<file path="src/rfb_pkg.sv">
// shared types, constants and key table for the reply frame builder
// no dependencies
package rfb_pkg;

	localparam int KEY_LENGTH = 16;
	localparam int KEY_W      = $clog2(KEY_LENGTH);
	localparam int RUN_MAX    = 8;
	localparam int RUN_IDX_W  = $clog2(RUN_MAX);

	localparam logic [7:0] HDR_B0 = 8'hAB;
	localparam logic [7:0] HDR_B1 = 8'hCD;
	localparam logic [7:0] FTR_B0 = 8'hDC;
	localparam logic [7:0] FTR_B1 = 8'hBA;
	localparam logic [7:0] PAD_B  = 8'hFF;

	typedef enum logic {
		CMD_START = 1'b0,
		CMD_DATA  = 1'b1
	} cmd_t;

	typedef struct packed {
		logic        command;
		logic [15:0] frame_length;
		logic [7:0]  payload_byte;
	} in_word_t;

	typedef struct packed {
		logic [7:0] wire_byte;
		logic       last_of_run;
		logic       frame_complete;
		logic       sequence_error;
	} out_word_t;

	// one decoded item: the bytes it emits and how to flag them
	typedef struct packed {
		logic [RUN_MAX-1:0][7:0] seq;
		logic [RUN_IDX_W-1:0]    last_idx;
		logic                    complete;
		logic                    err;
	} run_t;

	function automatic logic [7:0] key_at(input logic [KEY_W-1:0] idx);
		logic [7:0] k;
		case (idx)
			4'd0:    k = 8'h16;
			4'd1:    k = 8'h6C;
			4'd2:    k = 8'h14;
			4'd3:    k = 8'hE6;
			4'd4:    k = 8'h2E;
			4'd5:    k = 8'h91;
			4'd6:    k = 8'h0D;
			4'd7:    k = 8'h40;
			4'd8:    k = 8'h21;
			4'd9:    k = 8'h35;
			4'd10:   k = 8'hD5;
			4'd11:   k = 8'h40;
			4'd12:   k = 8'h13;
			4'd13:   k = 8'h03;
			4'd14:   k = 8'hE9;
			4'd15:   k = 8'h80;
			default: k = 8'h00;
		endcase
		return k;
	endfunction

endpackage

</file>
<file path="src/reply_frame_builder_top.sv">
// reply frame builder: input word to framed byte stream
// depends on rfb_pkg, rfb_decode, rfb_serial
//
// Input channel (in_valid/in_stall/in_word): a start word opens a frame of
// frame_length payload bytes, a data word carries one payload byte.
// Output channel (out_valid/out_stall/out_word): one wire byte per word.
// A start emits AB CD and the length (low, high); a zero length adds the
// footer at once. A data word emits its byte, keyed when obfuscation is on,
// and the last one adds the footer (two keyed FF pads, DC, BA). A data word
// with no open frame, or a start mid-frame, gives one error word.
// A word's results pass the decode register and then the output stage
// register on their way to the output. The output gives one result per
// cycle while out_stall is low; a word has 1 to 8 results, all sent by the
// single-byte output stage.
// A decode register sits between the sides, so one word is taken while the
// output stage is still sending. A stalled output holds its word and the
// stall reaches the input once the decode register is full.
// Reset clears the frame state, empties both stages and sets obfuscation on.
// obfuscate_we/obfuscate_wdata write the register; write it only when idle.
module reply_frame_builder_top import rfb_pkg::*; (
	input  logic      clk,
	input  logic      arst_n,
	input  logic      obfuscate_we,
	input  logic      obfuscate_wdata,
	input  logic      in_valid,
	output logic      in_stall,
	input  in_word_t  in_word,
	output logic      out_valid,
	input  logic      out_stall,
	output out_word_t out_word
);

	logic run_valid;
	logic run_take;
	run_t run_word;

	rfb_decode u_decode (
		.clk             (clk),
		.arst_n          (arst_n),
		.obfuscate_we    (obfuscate_we),
		.obfuscate_wdata (obfuscate_wdata),
		.in_valid        (in_valid),
		.in_stall        (in_stall),
		.in_word         (in_word),
		.run_valid       (run_valid),
		.run_word        (run_word),
		.run_take        (run_take)
	);

	rfb_serial u_serial (
		.clk       (clk),
		.arst_n    (arst_n),
		.run_valid (run_valid),
		.run_word  (run_word),
		.run_take  (run_take),
		.out_valid (out_valid),
		.out_stall (out_stall),
		.out_word  (out_word)
	);

endmodule

</file>
<file path="src/rfb_decode.sv">
// frame state and item decode: turns one input word into a run of bytes
// depends on rfb_pkg
module rfb_decode import rfb_pkg::*; (
	input  logic     clk,
	input  logic     arst_n,
	input  logic     obfuscate_we,
	input  logic     obfuscate_wdata,
	input  logic     in_valid,
	output logic     in_stall,
	input  in_word_t in_word,
	output logic     run_valid,
	output run_t     run_word,
	input  logic     run_take
);

	logic        obfuscate_q;
	logic        frame_open_q;
	logic [15:0] expected_length_q;
	logic [15:0] byte_position_q;
	logic        valid_s1;
	run_t        run_s1;

	run_t        run_next;
	logic        open_next;
	logic [15:0] len_next;
	logic [15:0] pos_next;
	logic [15:0] pos_inc;
	logic [15:0] ftr_len;
	logic [7:0]  pad0;
	logic [7:0]  pad1;
	logic [7:0]  data_b;
	logic        accept;

	assign in_stall  = valid_s1 && !run_take;
	assign accept    = in_valid && !in_stall;
	assign run_valid = valid_s1;
	assign run_word  = run_s1;

	assign pos_inc = byte_position_q + 16'd1;
	// footer keys are taken at the frame length, from the start item or the open frame
	assign ftr_len = (in_word.command == CMD_START) ? in_word.frame_length : expected_length_q;
	assign pad0 = PAD_B ^ (obfuscate_q ? key_at(ftr_len[KEY_W-1:0]) : 8'h00);
	assign pad1 = PAD_B ^ (obfuscate_q ? key_at(ftr_len[KEY_W-1:0] + KEY_W'(1)) : 8'h00);
	assign data_b = in_word.payload_byte
		^ (obfuscate_q ? key_at(byte_position_q[KEY_W-1:0]) : 8'h00);

	always_comb begin
		run_next  = '0;
		open_next = frame_open_q;
		len_next  = expected_length_q;
		pos_next  = byte_position_q;
		if ((in_word.command == CMD_START) == frame_open_q) begin
			// restart mid-frame or stray data byte
			run_next.err = 1'b1;
		end else if (in_word.command == CMD_START) begin
			run_next.seq[0] = HDR_B0;
			run_next.seq[1] = HDR_B1;
			run_next.seq[2] = in_word.frame_length[7:0];
			run_next.seq[3] = in_word.frame_length[15:8];
			run_next.seq[4] = pad0;
			run_next.seq[5] = pad1;
			run_next.seq[6] = FTR_B0;
			run_next.seq[7] = FTR_B1;
			len_next = in_word.frame_length;
			pos_next = '0;
			if (in_word.frame_length == 16'd0) begin
				run_next.last_idx = RUN_IDX_W'(7);
				run_next.complete = 1'b1;
				open_next         = 1'b0;
			end else begin
				run_next.last_idx = RUN_IDX_W'(3);
				open_next         = 1'b1;
			end
		end else begin
			run_next.seq[0] = data_b;
			run_next.seq[1] = pad0;
			run_next.seq[2] = pad1;
			run_next.seq[3] = FTR_B0;
			run_next.seq[4] = FTR_B1;
			if (pos_inc >= expected_length_q) begin
				run_next.last_idx = RUN_IDX_W'(4);
				run_next.complete = 1'b1;
				open_next         = 1'b0;
				pos_next          = '0;
			end else begin
				pos_next = pos_inc;
			end
		end
	end

	always_ff @(posedge clk or negedge arst_n) begin
		if (!arst_n) begin
			obfuscate_q       <= 1'b1;
			frame_open_q      <= 1'b0;
			expected_length_q <= '0;
			byte_position_q   <= '0;
			valid_s1          <= 1'b0;
		end else begin
			if (obfuscate_we) begin
				obfuscate_q <= obfuscate_wdata;
			end
			if (accept) begin
				frame_open_q      <= open_next;
				expected_length_q <= len_next;
				byte_position_q   <= pos_next;
				valid_s1          <= 1'b1;
			end else if (run_take) begin
				valid_s1 <= 1'b0;
			end
		end
	end

	always_ff @(posedge clk) begin
		if (accept) begin
			run_s1 <= run_next;
		end
	end

endmodule

</file>
<file path="src/rfb_serial.sv">
// output stage: holds one run and sends its bytes one word per cycle while out_stall is low
// depends on rfb_pkg
module rfb_serial import rfb_pkg::*; (
	input  logic      clk,
	input  logic      arst_n,
	input  logic      run_valid,
	input  run_t      run_word,
	output logic      run_take,
	output logic      out_valid,
	input  logic      out_stall,
	output out_word_t out_word
);

	run_t                 run_s2;
	logic                 valid_s2;
	logic [RUN_IDX_W-1:0] idx_q;
	logic                 at_last;
	logic                 fire;

	assign at_last  = (idx_q == run_s2.last_idx);
	assign fire     = valid_s2 && !out_stall;
	assign run_take = run_valid && (!valid_s2 || (fire && at_last));

	assign out_valid               = valid_s2;
	assign out_word.wire_byte      = run_s2.err ? 8'h00 : run_s2.seq[idx_q];
	assign out_word.last_of_run    = at_last;
	assign out_word.frame_complete = at_last && run_s2.complete;
	assign out_word.sequence_error = run_s2.err;

	always_ff @(posedge clk or negedge arst_n) begin
		if (!arst_n) begin
			valid_s2 <= 1'b0;
			idx_q    <= '0;
		end else begin
			if (run_take) begin
				valid_s2 <= 1'b1;
				idx_q    <= '0;
			end else if (fire) begin
				if (at_last) begin
					valid_s2 <= 1'b0;
					idx_q    <= '0;
				end else begin
					idx_q <= idx_q + RUN_IDX_W'(1);
				end
			end
		end
	end

	always_ff @(posedge clk) begin
		if (run_take) begin
			run_s2 <= run_word;
		end
	end

endmodule

</file>
<file path="config.mk">
export PLATFORM = sky130hd
export DESIGN_NAME = reply_frame_builder_top
export DESIGN_NICKNAME = d
export VERILOG_FILES = /design/src/rfb_pkg.sv /design/src/reply_frame_builder_top.sv /design/src/rfb_decode.sv /design/src/rfb_serial.sv
export SDC_FILE = /design/constraint.sdc
export NUM_CORES = 1
export LEC_CHECK = 0
export BUFFER_PORTS_ARGS = -buffer_cell sky130_fd_sc_hd__clkbuf_2
export CORE_MARGIN = 8
export CORE_UTILIZATION = 56
export DETAILED_ROUTE_END_ITERATION = 16
export PLACE_DENSITY_LB_ADDON = 0.25
export SLEW_MARGIN = 20
export SYNTH_ARGS = -nofsm -noshare
export SYNTH_HDL_FRONTEND = slang
export SYNTH_HIERARCHICAL = 1
export SYNTH_SLANG_ARGS = --single-unit
</file>
<file path="constraint.sdc">
create_clock -name clk -period 5.7 [get_ports clk]
set_input_delay 0.57 -clock clk [delete_from_list [all_inputs] [get_ports clk]]
set_output_delay 0.57 -clock clk [all_outputs]
set_load 0.1 [all_outputs]
</file>
==> PnR_summary.wiki <==
{| class="wikitable"
! Metric !! Value
|-
| Initial DRT Pass Iterations || 5
|-
| Area share of the largest cell type after synthesis || 44.4%
|-
| Post-Route WL || 17600 um
|-
| Achievable frequency || 0.242 GHz
|-
| Worst Clk Skew || 0.0131 ns
|-
| Data required, critical path || 6.00 ns
|-
| Number of input and output port buffers inserted || 43
|-
| Multi-input logic area || 3100 um^2
|-
| Outcome || completed
|-
| Chip height || 136 um
|-
| Synth-to-Final Area Change || 9.75%
|-
| Half-perimeter wire length after placement || 12500 um
|-
| Final count of hold timing violations || 0
|-
| Clock tree from TritonCTS || built
|-
| GP Congestion || 0.943
|-
| Largest area contributor in the netlist || sky130_fd_sc_hd__edfxtp_1
|-
| Horizontal die dimension || 136 um
|-
| Layout cell share with drive strength beyond 1 || 17.6%
|-
| Number of vias per cell || 6.00
|-
| Clock latency of the later-clocked register in the worst-skew pair || 0.42 ns
|-
| Setup repair bufs after CTS || 0
|-
| Synth cell count leaders || sky130_fd_sc_hd__edfxtp_1 (120), sky130_fd_sc_hd__nor2_1 (49), sky130_fd_sc_hd__nand2_1 (40)
|-
| Complex-gate fraction of the synthesized area || 9.67%
|-
| Simple logic cell fraction of the synthesized area || 9.97%
|-
| Largest family of logic cells by synthesized area || multiplexers
|-
| Total setup violations reported at the end of the flow || 0
|-
| Share of the clock period used by the worst path after layout || 72.4%
|-
| Slew Limit Headroom || 29.1%
|-
| Syn Area/Cell || 12.5 um^2
|-
| Most frequently used flop master after synthesis || sky130_fd_sc_hd__edfxtp_1
|-
| DIE AREA || 18600 um^2
|-
| Total number of clock tree sinks || 159
|-
| Clock Path Buffers || 2
|-
| Total gr overflow || 0
|-
| Core area || 14400 um^2
|-
| Remaining design rule violation count || 0
|-
| Post-synthesis adder-cell area fraction || 5.08%
|-
| Number of flops mapped to enable cells by yosys || 120
|-
| Share of synthesized area spent on multiplexers || 10.4%
|-
| Final ANT Viol Nets || 0
|-
| H-tree depth || 4
|-
| CP endpoint kind || flip-flop
|-
| Std cell rows || 44
|-
| Vias in the first global route || 5197
|-
| Number of nets in the final layout || 731
|-
| Number of antenna violations at the first check in global routing || 0
|-
| Fraction of synthesis flops using an asynchronous set or reset pin || 24.5%
|-
| Post-synthesis cell type count || 64
|-
| Count of mapped cells out of synthesis || 648
|-
| CTS root buf || sky130_fd_sc_hd__clkbuf_16
|-
| Post-CTS sizing || 0
|-
| Pin slew with the least headroom to its limit || 1.03 ns
|-
| I/O Pins || 44
|-
| Flop and latch count out of synthesis || 159
|-
| Violation count after the first detailed-routing iteration || 453
|-
| Synthesis Warnings || 6
|-
| Count of inserted antenna diode cells || 0
|-
| First-pass GRT wire length || 27900 um
|-
| Leakage power of the design || 3.48 nW
|-
| Largest fanout on the critical path || 18
|-
| Setup TNS || 0 ns
|-
| Routed vias || 5180
|-
| Count of maximum capacitance violations || 0
|-
| Power Dens Cells || 507 nW/um^2
|-
| Number of clock buffers inserted by TritonCTS || 17
|-
| Unrepaired setup endpoints after global routing || no
|-
| Overall Global Routing Usage || 19.8%
|-
| Type of the worst min-delay path || in -> async
|-
| Arr. time, crit path || 4.43 ns
|-
| Most repeated cell in the gate-level netlist after synthesis || sky130_fd_sc_hd__edfxtp_1
|-
| Final Max Tran Viols || 0
|-
| FILL cells || 1094
|-
| Largest net degree at the start of global routing || 70
|-
| Starting density of the core || 56.5%
|-
| Startpoint class of the critical path || flip-flop
|-
| Register cell area after layout || 4580 um^2
|-
| Register area share after synthesis || 56.4%
|-
| VDD IR-drop max || 0.260 mV
|-
| Biggest area contributors in the synthesized netlist || sky130_fd_sc_hd__edfxtp_1 (44%), sky130_fd_sc_hd__dfrtp_1 (12%), sky130_fd_sc_hd__ha_1 (5.1%), sky130_fd_sc_hd__mux4_2 (4.7%), sky130_fd_sc_hd__nor2_1 (2.3%)
|-
| Netlist area before placement || 8120 um^2
|-
| Clock slew seen by the registers of the worst setup and hold paths || 0.06 ns
|-
| Drt wl/cell || 20.4 um
|-
| Xor/xnor cell area share of the yosys netlist || 2.68%
|-
| Final period demand of the worst path || 4.13 ns
|-
| Category of the critical setup timing path || reg -> reg
|-
| Post-layout utilization of the core || 62.0%
|-
| Hold-fix buffers, CTS || 0
|}
==> flip-flops by register name, summed over array words and instances (netlist names) <==
signal and count:
u_decode/byte_position_q 16, u_decode/expected_length_q 16, u_decode/frame_open_q 1, u_decode/obfuscate_q 1, u_decode/run_valid 1, u_decode/run_word 51, u_serial/idx_q 3, u_serial/out_valid 1
u_serial/out_word 1, u_serial/run_s2 68
==> metal layers <==
layer	vias up	share of wire, %	GRT usage [%]
met3	38	5.7	4.29
li1	2424	-	-
met5	-	0	0
met1	2520	44	25.7
met4	0	2.2	7.57
met2	198	48	32.0
==> worst max-delay path, cell delays in order, from the launching register on <==
cell,delay [ns]
sky130_fd_sc_hd__dfrtp_1,0.71
sky130_fd_sc_hd__nand4_1,0.34
sky130_fd_sc_hd__nor2_1,0.42
sky130_fd_sc_hd__nand4_1,0.16
sky130_fd_sc_hd__xor2_1,0.20
sky130_fd_sc_hd__inv_1,0.07
sky130_fd_sc_hd__ha_1,0.28
sky130_fd_sc_hd__nand4_1,0.16
sky130_fd_sc_hd__o21ai_0,0.11
sky130_fd_sc_hd__a311oi_1,0.69
sky130_fd_sc_hd__nand2_1,0.50
sky130_fd_sc_hd__o31ai_1,0.36
==> cells by family (layout without fill, tap and decap cells) <==
logic type | Yosys count | after routing
AOI/OAI and AO/OA | 122 | 122
muxes | 52 | 52
and+or+nand+nor | 163 | 163
buffers and inverters | 94 | 121
adders and majority gates | 33 | 33
other | 1 | 6
xor gates and xnor gates | 24 | 24
DFF | 159 | 159
==> area by class of cell <==
| class | count | area share [%] |
|---|---|---|
| Timing Repair Buffer | 50 | 3.00 |
| Sequential cell | 159 | 51.4 |
| Clock inverter | 15 | 1.87 |
| Tap cell | 184 | 2.58 |
| Inverter | 39 | 1.64 |
| Multi-Input combinational cell | 400 | 34.8 |
| Clock buffer | 17 | 4.77 |
==> final timing paths <==
check                                                   startpoint                                         to  slack (ns)  depth (start not counted)
setup / recovery           u_decode/byte_position_q[3]$_DFFE_PN0P_   u_decode/byte_position_q[12]$_DFFE_PN0P_        1.57                         11
hold / removal                                              arst_n  u_decode/expected_length_q[0]$_DFFE_PN0P_        0.29                          1
setup reg to reg           u_decode/byte_position_q[3]$_DFFE_PN0P_   u_decode/byte_position_q[12]$_DFFE_PN0P_        1.57                         11
hold reg to reg                u_decode/run_word[40]$_SDFFCE_PP0P_              u_serial/run_s2[40]$_DFFE_PN_        0.42                          0
max in group asynchronous                                   arst_n   u_decode/byte_position_q[12]$_DFFE_PN0P_        4.79                          1
min in group clk                                      obfuscate_we           u_decode/obfuscate_q$_DFFE_PN1P_        0.33                          2
==> metrics by stage <==
stage | setup slack (ns) | cells | hold WS [ns] | power, mW | instance area, um^2
3_3_place_gp | 1.86 | 832 | 0.403 | 3.36 | 8320
5_1_grt | 0.986 | 864 | 0.312 | 4.74 | 8910
2_1_floorplan | 0.540 | 653 | 0.274 | 3.04 | 8140
3_5_place_dp | 1.60 | 832 | 0.405 | 3.40 | 8320
6_report | 1.57 | 864 | 0.289 | 4.52 | 8910
4_1_cts | 1.61 | 864 | 0.305 | 4.55 | 8910
==> cell usage in the layout, fill, tap and decap left out, types with 3 or more instances in the layout <==
| cell | instances |
|---|---|
| sky130_fd_sc_hd__mux2i_1 | 15 |
| sky130_fd_sc_hd__nand3_1 | 13 |
| sky130_fd_sc_hd__mux2_2 | 14 |
| sky130_fd_sc_hd__a21oi_1 | 36 |
| sky130_fd_sc_hd__nor4_1 | 4 |
| sky130_fd_sc_hd__o22ai_1 | 3 |
| sky130_fd_sc_hd__bufinv_16 | 3 |
| sky130_fd_sc_hd__o21ai_0 | 22 |
| sky130_fd_sc_hd__o211ai_1 | 5 |
| sky130_fd_sc_hd__nor2b_1 | 5 |
| sky130_fd_sc_hd__nand2_1 | 40 |
| sky130_fd_sc_hd__xor2_1 | 17 |
| sky130_fd_sc_hd__mux4_2 | 17 |
| sky130_fd_sc_hd__dfrtp_1 | 38 |
| sky130_fd_sc_hd__inv_1 | 37 |
| sky130_fd_sc_hd__mux4_1 | 6 |
| sky130_fd_sc_hd__o31ai_1 | 7 |
| sky130_fd_sc_hd__o21ai_1 | 7 |
| sky130_fd_sc_hd__nor3_1 | 6 |
| sky130_fd_sc_hd__nand2b_1 | 9 |
| sky130_fd_sc_hd__clkinv_1 | 4 |
| sky130_fd_sc_hd__clkbuf_16 | 17 |
| sky130_fd_sc_hd__xnor2_1 | 6 |
| sky130_fd_sc_hd__buf_4 | 7 |
| sky130_fd_sc_hd__edfxtp_1 | 120 |
| sky130_fd_sc_hd__conb_1 | 6 |
| sky130_fd_sc_hd__nor2_1 | 49 |
| sky130_fd_sc_hd__inv_6 | 3 |
| sky130_fd_sc_hd__and4_1 | 3 |
| sky130_fd_sc_hd__clkbuf_2 | 42 |
| sky130_fd_sc_hd__nand3b_1 | 5 |
| sky130_fd_sc_hd__nand4_1 | 10 |
| sky130_fd_sc_hd__a41oi_1 | 5 |
| sky130_fd_sc_hd__a211oi_1 | 5 |
| sky130_fd_sc_hd__ha_1 | 33 |
| sky130_fd_sc_hd__a311oi_1 | 9 |
| sky130_fd_sc_hd__and2_1 | 8 |
| sky130_fd_sc_hd__a31oi_1 | 4 |
==> power breakdown <==
part / internal [mW] / switching (mW) / leakage, nW
Combinational: 0.582 / 1.04 / 1.61
Clock: 0.686 / 0.447 / 0.288
Sequential: 1.57 / 0.198 / 1.58
Total: 2.84 / 1.69 / 3.48
No activity file was read; power rests on OpenSTA's default activity.
